## src/rtl/kchd_pkg.sv

```systemverilog
// Shared types and constants for the key combo hold detector.
// No dependencies; used by kchd_combo_slot and key_combo_hold_detector.
package kchd_pkg;

  localparam int NumCombosDef = 4;
  localparam int NumKeysDef   = 16;
  localparam int RegCombos    = 4;

  localparam int KeyW    = 4;
  localparam int KeysW   = 16;
  localparam int HoldW   = 16;
  localparam int TimeW   = 32;
  localparam int CountW  = 3;
  localparam int CfgW    = 24;
  localparam int CfgIdxW = 3;
  localparam int TrigW   = 4;

  localparam logic [CfgIdxW-1:0] RegComboCount = 3'd0;
  localparam logic [CfgIdxW-1:0] RegCombo0     = 3'd1;

  localparam logic signed [TrigW-1:0] NoTrig = -4'sd1;

  typedef enum logic {
    ActUpdate = 1'b0,
    ActQuery  = 1'b1
  } action_e;

  typedef struct packed {
    action_e           action;
    logic [KeysW-1:0]  key_states;
    logic [TimeW-1:0]  now_ms;
    logic [KeyW-1:0]   query_key_a;
    logic [KeyW-1:0]   query_key_b;
  } in_item_t;

  typedef struct packed {
    logic signed [TrigW-1:0] triggered_index;
    logic                    query_triggered;
  } out_item_t;

  // packing of a combo register: hold in 23:8, second key 7:4, first key 3:0
  typedef struct packed {
    logic [HoldW-1:0] hold;
    logic [KeyW-1:0]  key_b;
    logic [KeyW-1:0]  key_a;
  } combo_cfg_t;

  typedef struct packed {
    logic wipe;
    logic step_update;
    logic query_clear;
  } slot_ctrl_t;

endpackage

```

## src/rtl/key_combo_hold_detector.sv

```systemverilog
// Top level of the key combo hold detector: config registers, item pipeline.
// Depends on kchd_pkg and kchd_combo_slot.
//
//  channel | signals                            | direction
//  in      | in_valid_i, in_stall_o, in_item_i  | update or query item in
//  out     | out_valid_o, out_stall_i, out_item_o | one result item per input
//  cfg     | cfg_we_i, cfg_idx_i, cfg_data_i    | register writes
//
// One item per cycle while the output is not stalled; out_valid_o rises once the
// item has passed the input register, then evaluation of all combo slots into the
// result register.
// Reset clears combo state, config registers, valid flags and last_triggered (-1) at once.
// A stalled output holds its item; the input register keeps taking items
// until it is full behind the stalled result.
module key_combo_hold_detector #(
  parameter int NumCombos = kchd_pkg::NumCombosDef,
  parameter int NumKeys   = kchd_pkg::NumKeysDef
) (
  input  logic                          clk_i,
  input  logic                          rst_ni,
  input  logic                          in_valid_i,
  output logic                          in_stall_o,
  input  kchd_pkg::in_item_t            in_item_i,
  output logic                          out_valid_o,
  input  logic                          out_stall_i,
  output kchd_pkg::out_item_t           out_item_o,
  input  logic                          cfg_we_i,
  input  logic [kchd_pkg::CfgIdxW-1:0]  cfg_idx_i,
  input  logic [kchd_pkg::CfgW-1:0]     cfg_data_i
);
  import kchd_pkg::*;

  localparam logic [CountW-1:0] MaxCount = CountW'(NumCombos);

  logic [CountW-1:0] count_q;
  combo_cfg_t        cfg_q [RegCombos];
  logic [CountW-1:0] used_cnt;

  logic     in_vld_q;
  in_item_t in_q;
  logic     out_vld_q;
  out_item_t out_q, out_d;
  logic signed [TrigW-1:0] last_q, last_d;
  logic     advance, is_update, is_query, count_wr;

  combo_cfg_t       slot_cfg  [NumCombos];
  slot_ctrl_t       slot_ctrl [NumCombos];
  logic [NumCombos-1:0] in_use, hit, first_hit, det, trig;
  logic             found, qres;

  assign advance    = in_vld_q && (!out_vld_q || !out_stall_i);
  assign in_stall_o = in_vld_q && !advance;
  assign is_update  = advance && (in_q.action == ActUpdate);
  assign is_query   = advance && (in_q.action == ActQuery);
  assign count_wr   = cfg_we_i && (cfg_idx_i == RegComboCount);
  assign used_cnt   = (count_q > MaxCount) ? MaxCount : count_q;

  // config registers
  always_ff @(posedge clk_i or negedge rst_ni) begin
    if (!rst_ni) begin
      count_q <= '0;
      for (int j = 0; j < RegCombos; j++) cfg_q[j] <= '0;
    end else if (cfg_we_i) begin
      if (count_wr) count_q <= cfg_data_i[CountW-1:0];
      for (int j = 0; j < RegCombos; j++) begin
        if (cfg_idx_i == RegCombo0 + CfgIdxW'(j)) cfg_q[j] <= combo_cfg_t'(cfg_data_i);
      end
    end
  end

  for (genvar i = 0; i < NumCombos; i++) begin : g_slot
    if (i < RegCombos) begin : g_reg
      assign slot_cfg[i] = cfg_q[i];
      assign slot_ctrl[i].wipe = count_wr ||
                                 (cfg_we_i && cfg_idx_i == RegCombo0 + CfgIdxW'(i));
    end else begin : g_fixed
      assign slot_cfg[i]       = '0;
      assign slot_ctrl[i].wipe = count_wr;
    end
    assign in_use[i]                = CountW'(i) < used_cnt;
    assign slot_ctrl[i].step_update = is_update;
    assign slot_ctrl[i].query_clear = is_query && first_hit[i];

    kchd_combo_slot #(.NumKeys(NumKeys)) u_slot (
      .clk_i       (clk_i),
      .rst_ni      (rst_ni),
      .cfg_i       (slot_cfg[i]),
      .in_use_i    (in_use[i]),
      .ctrl_i      (slot_ctrl[i]),
      .item_i      (in_q),
      .query_hit_o (hit[i]),
      .detected_o  (det[i]),
      .trig_o      (trig[i])
    );
  end

  // lowest matching combo answers a query; an update reports the highest triggered combo
  always_comb begin
    found     = 1'b0;
    qres      = 1'b0;
    first_hit = '0;
    last_d    = last_q;
    for (int i = 0; i < NumCombos; i++) begin
      if (hit[i] && !found) begin
        found        = 1'b1;
        first_hit[i] = 1'b1;
        qres         = det[i];
      end
    end
    if (is_update) begin
      last_d = NoTrig;
      for (int i = 0; i < NumCombos; i++) begin
        if (trig[i]) last_d = TrigW'(i);
      end
    end
    out_d.triggered_index = last_d;
    out_d.query_triggered = is_query && qres;
  end

  always_ff @(posedge clk_i or negedge rst_ni) begin
    if (!rst_ni) begin
      in_vld_q  <= 1'b0;
      out_vld_q <= 1'b0;
      last_q    <= NoTrig;
    end else begin
      if (in_valid_i && !in_stall_o) begin
        in_vld_q <= 1'b1;
      end else if (advance) begin
        in_vld_q <= 1'b0;
      end
      if (advance) begin
        out_vld_q <= 1'b1;
      end else if (!out_stall_i) begin
        out_vld_q <= 1'b0;
      end
      if (count_wr) begin
        last_q <= NoTrig;
      end else begin
        last_q <= last_d;
      end
    end
  end

  always_ff @(posedge clk_i) begin
    if (in_valid_i && !in_stall_o) in_q <= in_item_i;
    if (advance) out_q <= out_d;
  end

  assign out_valid_o = out_vld_q;
  assign out_item_o  = out_q;

endmodule

```

## src/rtl/kchd_combo_slot.sv

```systemverilog
// One combo slot: active flag, start time and detected mark with hold check.
// Depends on kchd_pkg.
module kchd_combo_slot #(
  parameter int NumKeys = kchd_pkg::NumKeysDef
) (
  input  logic                   clk_i,
  input  logic                   rst_ni,
  input  kchd_pkg::combo_cfg_t   cfg_i,
  input  logic                   in_use_i,
  input  kchd_pkg::slot_ctrl_t   ctrl_i,
  input  kchd_pkg::in_item_t     item_i,
  output logic                   query_hit_o,
  output logic                   detected_o,
  output logic                   trig_o
);
  import kchd_pkg::*;

  localparam logic [KeyW:0] KeyLimit = (KeyW+1)'(NumKeys);

  logic             active_q, active_d;
  logic             det_q, det_d;
  logic [TimeW-1:0] start_q, start_d;
  logic             down_a, down_b, both_down;
  logic [TimeW-1:0] elapsed;

  assign down_a    = ({1'b0, cfg_i.key_a} < KeyLimit) && item_i.key_states[cfg_i.key_a];
  assign down_b    = ({1'b0, cfg_i.key_b} < KeyLimit) && item_i.key_states[cfg_i.key_b];
  assign both_down = down_a && down_b;
  assign elapsed   = item_i.now_ms - start_q;

  assign trig_o = in_use_i && both_down && active_q && !det_q &&
                  (elapsed >= TimeW'(cfg_i.hold));

  assign query_hit_o = in_use_i &&
    ((cfg_i.key_a == item_i.query_key_a && cfg_i.key_b == item_i.query_key_b) ||
     (cfg_i.key_a == item_i.query_key_b && cfg_i.key_b == item_i.query_key_a));
  assign detected_o = det_q;

  always_comb begin
    active_d = active_q;
    det_d    = det_q;
    start_d  = start_q;
    if (ctrl_i.wipe) begin
      active_d = 1'b0;
      det_d    = 1'b0;
    end else if (ctrl_i.step_update && in_use_i) begin
      if (!both_down) begin
        active_d = 1'b0;
        det_d    = 1'b0;
      end else if (!active_q) begin
        active_d = 1'b1;
        det_d    = 1'b0;
        start_d  = item_i.now_ms;
      end else if (trig_o) begin
        det_d = 1'b1;
      end
    end else if (ctrl_i.query_clear) begin
      det_d = 1'b0;
    end
  end

  always_ff @(posedge clk_i or negedge rst_ni) begin
    if (!rst_ni) begin
      active_q <= 1'b0;
      det_q    <= 1'b0;
    end else begin
      active_q <= active_d;
      det_q    <= det_d;
    end
  end

  // start time is only read while active, so it needs no reset
  always_ff @(posedge clk_i) begin
    start_q <= start_d;
  end

endmodule
```

## config.mk

```make
export PLATFORM = sky130hd
export DESIGN_NAME = key_combo_hold_detector
export DESIGN_NICKNAME = d
export VERILOG_FILES = /design/src/rtl/kchd_pkg.sv /design/src/rtl/key_combo_hold_detector.sv /design/src/rtl/kchd_combo_slot.sv
export SDC_FILE = /design/constraint.sdc
export NUM_CORES = 1
export LEC_CHECK = 0
export BUFFER_PORTS_ARGS = -buffer_cell sky130_fd_sc_hd__buf_2
export CAP_MARGIN = 20
export CORE_ASPECT_RATIO = 0.9
export CORE_UTILIZATION = 55
export DETAILED_ROUTE_END_ITERATION = 10
export MAX_ROUTING_LAYER = met4
export PLACE_DENSITY = 0.75
export SLEW_MARGIN = 20
export SYNTH_ARGS = -nofsm -noshare
export SYNTH_HDL_FRONTEND = slang
export SYNTH_SLANG_ARGS = --single-unit
```

## constraint.sdc

```tcl
create_clock -name clk_i -period 5.4 [get_ports clk_i]
set_input_delay 1.08 -clock clk_i [delete_from_list [all_inputs] [get_ports clk_i]]
set_output_delay 1.08 -clock clk_i [all_outputs]
set_load 0.02 [all_outputs]
```

Yosys cells after proc, flatten, opt, wreduce, memory -nomap -nowiden
Cells that the tools add are included.

Mux-type cells: 73. Equality and inequality tests: 25. Divide/modulo/power cells: 0. Shifts and indexed selects: 0. Multiply operators: 0. Add/subtract/negate cells: 4. Reductions and logical operators: 97. $lt $le $gt $ge: 17. Bitwise logic cells: 9.

Operators by type and width (number): $ge 32x16->1 (4); $sub 32x32->32 (4); $eq 4x4->1 (16); $mux 1 (58); $logic_and 1x1->1 (54); $lt 4x5->1 const B (8); $bmux 1 s4 (8); $mux 4 (6); $ne 5x3->1 const B (4); $reduce_and 2->1 (9); $reduce_and 4->1 (4); $reduce_bool 3->1 (4); $logic_not 1->1 (11); $reduce_bool 2->1 (5); $logic_or 1x1->1 (9); $not 1->1 (9); $eq 3x2->1 const B (2); $lt 1x3->1 const A (2); $lt 2x3->1 const A (2); $eq 3x1->1 const B (1); $eq 3x3->1 const B (1); $gt 3x3->1 const B (1); $logic_not 3->1 (1); $mux 3 (1); $ne 2x1->1 const B (1).

Input port bits: 89. Memory bits (writable): 0. Output and inout port bits: 7. Flip-flop bits (word level): 303. Memories: 0. ROM bits: 0. Word-level logic and storage cells: 260. Latch bits: 0.

Depth between registers and ports, before layout
Gate-level depths: netlist (run 1).

Word-level depth: 18. Depth in mapped cells: 23. Gate-level depth less buffers: 23.

Modules after synthesis
From an unflattened synthesis (run 1), not the netlist that was laid out.

Cell total of the unflattened synthesis: 2140. Area total of the unflattened synthesis: 21903.5 um^2.

Modules (own cells, without submodules): kchd_combo_slot at g_slot[1].u_slot ... (area an instance 4040.1 um^2, times used 2, cells each 468, sequential area each 1011.0 um^2); key_combo_hold_detector (area an instance 6077.1 um^2, times used 1, cells each 330, sequential area each 4494.3 um^2); kchd_combo_slot at g_slot[0].u_slot (area an instance 3985.1 um^2, times used 1, cells each 462, sequential area each 1011.0 um^2); kchd_combo_slot at g_slot[3].u_slot (area an instance 3761.1 um^2, times used 1, cells each 412, sequential area each 1011.0 um^2).

Worst setup path after synthesis (run 1)
OpenSTA, ideal clock, no wires.

Kind: reg2reg. Start: register in_q[8] (netlist bit). End: register out_q (netlist bit out_item_o[2]), data pin. Buffers on the path: 0. Required time: 5.133 ns. Period minus slack after synthesis: 5.030 ns. Cell stages (with the launch flop): 21. Library setup time: 0.267 ns. Arrival time: 4.762 ns. Setup slack: 0.370 ns. Cells stage by stage: edfxtp_1 inv_1 ha_1 inv_1 fa_1 a21o_1 a221o_1 a311oi_2 or2_2 xnor2_1 ha_1 a21o_1 a22oi_1 o2111ai_1 or4_1 or4b_1 nor3_2 nand4_1 o31ai_4 and2_1 o21ai_0.

Cells in the longest elaborated chain, start to end: 8. Elaborated cells between the ends (all ways): 17. Those cells by class: add/sub: 4; order compare: 4; mux: 5; reduce/logical: 4.

Ends and longest elaborated chain: from (decl) (RTL line key_combo_hold_detector.sv:40) `in_item_t in_q;`; from (signal assigned) (RTL line key_combo_hold_detector.sv:145) `if (in_valid_i && !in_stall_o) in_q <= in_item_i;`; $sub 32x32->32 (RTL line kchd_combo_slot.sv:29) `assign elapsed = item_i.now_ms - start_q;`; $ge 32x16->1 (RTL line kchd_combo_slot.sv:32) `(elapsed >= TimeW'(cfg_i.hold));`; $logic_and 1x1->1 (RTL line kchd_combo_slot.sv:31) `assign trig_o = in_use_i && both_down && active_q && !det_q &&`; $mux 4 (3 in a row) (RTL line key_combo_hold_detector.sv:113) `if (trig[i]) last_d = TrigW'(i);`; $mux 4 (*) (RTL line key_combo_hold_detector.sv:113); $mux 4 (*) (RTL line key_combo_hold_detector.sv:110) `if (is_update) begin`; via last_d[1] (RTL line key_combo_hold_detector.sv:43) `logic signed [TrigW-1:0] last_q, last_d;`; to (signal assigned) (RTL line key_combo_hold_detector.sv:146) `if (advance) out_q <= out_d;`; to (decl) (RTL line key_combo_hold_detector.sv:42) `out_item_t out_q, out_d;`.

Mark *: on every way through the listed nets, which the timed path passes. The rest lies on a longest branch. A chain may end at the register's enable or synchronous reset.

Worst setup path in the final report (run 1)
Same ends and word-level chain as after synthesis.

==> flow_summary.json, run 1 <==
{
  "grt_pass1_wl_um": 93700,
  "dp_hpwl_um": 46000,
  "ant_nets": 0,
  "yosys.area.top_type": "edfxtp_1",
  "path_common_cell": "a21o_1",
  "die_area_um2": 39900,
  "coreArea_um2": 38500,
  "grt_max_degree": 67,
  "routed_wl_um": 60100,
  "tightest_slew_ns": 1.06,
  "route.detailed.drc": 0,
  "ys_top_cells_by_count": "230 x inv_1, 190 x edfxtp_1, 188 x ha_1, 171 x nand2_1, 160 x a21oi_1",
  "async_flop_share_pct": 37.3,
  "worst_slack_ns": 0.182,
  "die-width_um": 211,
  "yosysWarningCount": 0,
  "cts.sinks": 303,
  "dpl_cell_area_um2": 22800,
  "clockBufferDepth": 3,
  "combPwrFrac_pct": 27.9,
  "p_int_uw": 5120,
  "ys_seq_area_share_pct": 39.7,
  "ir_worst_vdd_mv": 0.309,
  "hold_viol": 0,
  "fp.dieH_um": 190,
  "clk_pin_slew_worst_paths_ns": 0.07,
  "drt_iter0_drc": 1572,
  "yosysUniqueCellTypes": 90,
  "synth_top_area_share_pct": 26.5,
  "layout_min_cycle_time_ns": 5.22,
  "antenna_found_initial": 4,
  "synthesis.instances": 2180,
  "viasPerCell": 6.21,
  "ctsHtreeMaxLevel": 2,
  "p_leak_uw": 0.0101,
  "via_count": 17600,
  "path_cells": "inv_2, ha_2, inv_1, fa_2, a21o_1, a221o_1, a311oi_2, or2_4, xnor2_1, ha_1, a21o_1, a22oi_2, o2111ai_1, or4_1, or4b_4, nor3_4, nand4_1, o31ai_4, buf_6, and2_1, o21ai_0",
  "min_path_type": "flop to flop",
  "path_buf_inv": 3,
  "cts-root-buf": "clkbuf_16",
  "worstPathArrival_ns": 5.52,
  "drive_gt1_share_pct": 15.6,
  "p_sw_share_pct": 32.3,
  "cp-end-kind": "flop",
  "num_rows": 68,
  "critPathKind": "flop to flop",
  "slew_viol_final": 0,
  "p_per_area_nw_per_um2": 313,
  "grt_pass1_vias": 17300,
  "power.total_uw": 7560,
  "synthToLayoutAreaGrowth_pct": 12.1,
  "synth_flop_cell": "edfxtp_1",
  "critical_path.max_fanout": 2,
  "finalSetupViolCount": 0,
  "place_congestion": 0.941,
  "wl_per_cell_um": 21.2,
  "grt.overflow.total": 0,
  "ios": 96,
  "fmax_mhz": 192,
  "p_clk_share_pct": 32.0,
  "portBuffers": 95,
  "status": "finished, final reports clean",
  "finalClockSkew_ns": 0.0249,
  "holdBufCountCts": 0,
  "maxCapViolCount": 0,
  "avgSynthCellArea_um2": 9.87,
  "initial_core_util_pct": 56.0,
  "start_kind": "flop",
  "nets": 2568,
  "p_seq_share_pct": 40.1,
  "clock_latency_ns": 0.56,
  "dr.pass1.iters": 6,
  "pre_cts_slack_ns": -0.0840,
  "grtUsageTotal_pct": 31.1,
  "syn_area_um2": 21500,
  "cts_tree": "done",
  "synth_edf_count": 190,
  "path_delay_family": "simple AND/OR/NAND/NOR gates",
  "slew_headroom_pct": 29.6,
  "synth_seq_cells": 303,
  "max_stage_delay_ns": 0.54,
  "p_sw_uw": 2440,
  "synth.top_cells.by_area": "edfxtp_1 27%, dfrtp_1 13%, ha_1 11%, mux4_2 4.2%, inv_1 4.0%",
  "syn_nets": 2461,
  "fin_area_um2": 24100,
  "cts_buffers": 35,
  "crit_required_ns": 5.70,
  "cp_slowest_cell": "or4b_4",
  "synth_most_common_cell": "inv_1",
  "finalCritPeriodShare_pct": 96.6
}
[per-stage QoR]
step | cells | utilization (%) | setup TNS (ns) | hold WS [ns]
4_1_cts | 2832 | 62.3 | 0 | 0.504
5_1_grt | 2841 | 62.7 | -0.0194 | 0.524
6_report | 2841 | 62.7 | 0 | 0.500
3_3_place_gp | 2767 | 59.2 | 0 | 0.473
2_1_floorplan | 2180 | - | 0 | 0.457
3_5_place_dp | 2767 | 59.2 | -0.112 | 0.490
[placed cells by master (no fill, tap or decap), drive strengths merged, types with 17 or more instances in the layout]
master and n:
inv 233, edfxtp 190, ha 188, nand2 171, a21oi 160, buf 157
o21ai 138, dfrtp 109, nor2 105, xnor2 97, mux2 57, nand4 54
xor2 53, clkbuf 51, a21o 48, mux4 40, nand3 38, nor3 34
o211ai 29, o21a 23, nor4 23, a211oi 22, a31oi 20, o21bai 17
[routing by layer]
metal	routed length, um	part of all wire (%)	up-vias	track usage (%)
li1	-	-	8264	-
met5	0	0	-	-
met2	28000	47	665	49.5
met4	1830	3.0	0	10.2
met1	26500	44	8572	41.1
met3	3770	6.3	141	4.51
[worst paths after layout]
kind | to | start | slack [ns] | depth (start not counted)
min in group asynchronous | g_slot[1].u_slot.detected_o$_DFFE_PN0P_ | rst_ni | 0.63 | 1
max reg2reg | out_item_o[2]$_DFFE_PP_ | in_q[8]$_DFFE_PP_ | 0.18 | 21
min | out_valid_o$_DFFE_PN0P_ | in_vld_q$_DFFE_PN0P_ | 0.50 | 1
max in group asynchronous | cfg_q[60]$_DFFE_PN0P_ | rst_ni | 3.54 | 2
min reg2reg | out_valid_o$_DFFE_PN0P_ | in_vld_q$_DFFE_PN0P_ | 0.50 | 1
max | out_item_o[2]$_DFFE_PP_ | in_q[8]$_DFFE_PP_ | 0.18 | 21
[kinds of logic (layout without fill, tap and decap cells)]
logic type | Yosys count | in the layout | share of synthesized area [%]
adders and majority gates | 192 | 192 | 11.3
AOI/OAI and AO/OA | 585 | 585 | 17.8
muxes | 103 | 103 | 7.45
DFF | 303 | 303 | 39.7
other | 0 | 2 | 0
buffers and inverters | 317 | 451 | 5.55
xor gates and xnor gates | 150 | 150 | 6.10
and+or+nand+nor | 530 | 530 | 12.2
[registers in the layout (all words and copies together) (netlist names)]
| name | count |
|---|---|
| out_valid_o | 1 |
| g_slot.u_slot.detected_o | 4 |
| count_q | 3 |
| g_slot.u_slot.active_q | 4 |
| out_item_o | 5 |
| in_vld_q | 1 |
| cfg_q | 96 |
| last_q | 4 |
| in_q | 57 |
| g_slot.u_slot.start_q | 128 |
[power by group through the flow]
stage,Sequential [uW],Clock [uW],Combinational [uW]
detailed placement,3070,0,2050
finish,3030,2420,2110
global placement,3060,0,2000
CTS,3030,2460,2070
global route,3060,2540,2330
floorplan,2910,0,1580
[timing repair]
action,CTS,global route
buffers inserted,1,6
pin swaps,1,20
endpoints found under the hold margin,0,0
gates resized for setup,1,24
endpoints found under the setup margin,5,11
[cell type report]
class                           count  area [um^2]
Clock inverter                     13          114
Sequential cell                   303         8540
Fill cell                        3179        14300
Timing Repair Buffer              157          980
Tap cell                          525          657
Multi-Input combinational cell   1560        11900
Clock buffer                       51         1050
Antenna cell                        2         5.00
Inverter                          230          863
Note: power is estimated with default switching activity, not from simulation.
==> inputs of run 2 (changes only) <==
--- a/config.mk
+++ b/config.mk
@@ -10,6 +10,7 @@
 export CORE_ASPECT_RATIO = 0.9
 export CORE_UTILIZATION = 55
 export DETAILED_ROUTE_END_ITERATION = 10
+export HOLD_SLACK_MARGIN = 0.12
 export MAX_ROUTING_LAYER = met4
 export PLACE_DENSITY = 0.75
 export SLEW_MARGIN = 20
==> constraint.sdc (replaced) <==
create_clock -name clk_i -period 5.4 [get_ports clk_i]
set_input_delay 0.54 -clock clk_i [delete_from_list [all_inputs] [get_ports clk_i]]
set_output_delay 0.54 -clock clk_i [all_outputs]
set_load 0.02 [all_outputs]
==> run 2 against run 1 <==
Effect of this change:
- utilization grew 0.12 points
- final area grew 0.19%
- total power shrank 0.65%
- critical path depth grew 1
- setup slack lost 0.12 ns
- sequential share of layout area shrank 0.068 points
- first-iteration DRC count grew 13%
- global-route usage grew 0.26 points
- clock-buffer cell count shrank 6
- critical endpoint is now g_slot[2].u_slot.detected_o$_DFFE_PN0P_
==> flow_summary.json, run 2 (same netlist as run 1, synthesis figures left out) <==
{
  "status": "finished, final reports clean",
  "initial_core_util_pct": 56.0,
  "clock_latency_ns": 0.58,
  "met3_usage_pct": 4.29,
  "p_leak_uw": 0.0101,
  "largest_reg_flops": 128,
  "p_int_uw": 5050,
  "ios": 96,
  "fmax_mhz": 187,
  "portBuffers": 95,
  "route.detailed.drc": 0,
  "nets": 2575,
  "grt_max_degree": 60,
  "p_sw_share_pct": 32.7,
  "grtUsageMet2_pct": 49.5,
  "tightest_slew_ns": 0.985,
  "worstPathArrival_ns": 5.79,
  "hold_viol": 0,
  "cts_tree": "done",
  "finalClockSkew_ns": 0.0318,
  "via_count": 17700,
  "cts_buffers": 36,
  "hold_ws_ns": 0.136,
  "fp.dieH_um": 190,
  "routed_wl_um": 60700,
  "grt_busiest_layer": "met2",
  "p_clk_share_pct": 31.4,
  "clk_pin_slew_worst_paths_ns": 0.06,
  "maxCapViolCount": 0,
  "drt_iter0_drc": 1780,
  "critPathKind": "flop to flop",
  "grt.overflow.total": 0,
  "layout_min_cycle_time_ns": 5.34,
  "viasPerCell": 6.21,
  "slew_viol_final": 0,
  "cp-end-kind": "flop",
  "reg2reg_from": "in_q[8]$_DFFE_PP_",
  "critPathLaunch": "in_q[8]$_DFFE_PP_",
  "synthToLayoutAreaGrowth_pct": 12.3,
  "top_regs": "g_slot.u_slot.start_q: 128 flops, cfg_q: 96 flops, in_q: 57 flops",
  "mostFrequentLayoutCell": "inv_1",
  "grt_pass1_vias": 17200,
  "wl_per_cell_um": 21.3,
  "final-seq-area_um2": 8540,
  "hp-start": "in_item_i[56]",
  "fill_cells": 3214,
  "crit_required_ns": 5.86,
  "grtUsageMet1_pct": 41.7,
  "final_cell_mix": "228 x inv_1, 190 x edfxtp_1, 186 x ha_1",
  "place_congestion": 0.998,
  "multi_input_area_um2": 11900,
  "power.total_uw": 7510,
  "coreArea_um2": 38500,
  "ant_nets": 0,
  "rsz0062_at_grt": "true",
  "p_sw_uw": 2460,
  "combPwrFrac_pct": 28.2,
  "p_per_area_nw_per_um2": 311,
  "dr.pass1.iters": 6,
  "p_seq_share_pct": 40.4,
  "cts.sinks": 303,
  "largest_register": "g_slot.u_slot.start_q",
  "grtUsageTotal_pct": 31.4,
  "finalSetupViolCount": 0,
  "grt_pass1_wl_um": 94500,
  "min_path_type": "input port to flop",
  "rrSetupSlack_ns": 0.06,
  "ir_worst_vdd_mv": 0.302,
  "dp_hpwl_um": 45800,
  "num_rows": 68,
  "start_kind": "flop",
  "critical_path.max_fanout": 3,
  "drive_gt1_share_pct": 15.4,
  "slew_headroom_pct": 33.7,
  "finalCritPeriodShare_pct": 98.8,
  "cts-root-buf": "clkbuf_16",
  "die_area_um2": 39900,
  "die-width_um": 211,
  "ctsHtreeMaxLevel": 2,
  "clockBufferDepth": 3,
  "antenna_found_initial": 4
}
## run 2: changes by cell type in the layout (fill, tap and decap cells not counted), moves of 3 or more
cell,before,now
buf_4,60,56
clkbuf_8,5,0
clkinv_1,1,4
clkinv_2,5,8
dlygate4sd3_1,0,9
## run 2: timing repair
item	CTS	global route
hold buffers	9	0
pin swaps	0	21
gates resized for setup	1	33
setup endpoints to repair	1	11
hold endpoints to repair	35	0
buffers inserted	0	14
## run 2: final timing paths
check | endpoint | cells past startpoint
setup / recovery | g_slot[2].u_slot.detected_o$_DFFE_PN0P_ | 22
hold / removal | in_q[56]$_DFFE_PP_ | 1
setup reg to reg | g_slot[2].u_slot.detected_o$_DFFE_PN0P_ | 22
hold reg to reg | out_valid_o$_DFFE_PN0P_ | 1
max in group asynchronous | cfg_q[58]$_DFFE_PN0P_ | 3
min in group asynchronous | g_slot[3].u_slot.active_q$_DFFE_PN0P_ | 2
## run 2: cell type report
type	instances	area share, %
tap	525	2.72
clock buffer	45	3.87
antenna	1	0.0104
timing repair buffer	163	4.35
inverter	230	3.57
clock inverter	20	0.766
multi-input combinational	1560	49.4
sequential	303	35.3
## run 2: critical path, stage by stage, from the launching register on
cell and delay, ns:
edfxtp_1 0.39, inv_2 0.10, ha_4 0.14, inv_2 0.04, fa_2 0.40, a21o_1 0.22
a221o_1 0.38, a311oi_2 0.35, or2_4 0.20, xnor2_2 0.06, ha_1 0.31, a21o_1 0.17
a22oi_1 0.15, o2111ai_1 0.12, or4_1 0.49, or4b_4 0.55, nor3_2 0.19, nand4_1 0.16
o31ai_4 0.30, buf_12 0.17, buf_6 0.10, nor2b_2 0.04, o2bb2a_4 0.21
## run 2: power by group through the flow
stage	registers (uW)	clock network, uW	logic [uW]
3_3_place_gp	3060	0	1980
6_report	3030	2360	2120
5_1_grt	3070	2480	2340
4_1_cts	3030	2400	2050
3_5_place_dp	3070	0	2030
2_1_floorplan	2910	0	1580
## run 2: metal layers
layer	vias up	share of wire (%)
li1	8276	-
met1	8542	43
met2	719	46
met3	153	7.4
met4	0	3.2
met5	-	0
## run 2: stage by stage
step                setup WS, ns  cells  TNS, ns  util [%]  cell area, um^2
floorplan                  0.370   2180        0         -            21500
global placement          0.0600   2756        0      59.0            22700
detailed placement       0.00219   2756        0      59.0            22700
CTS                       0.0597   2830        0      62.1            23900
global route              -0.144   2847   -0.794      62.8            24200
finish                    0.0629   2847        0      62.8            24200
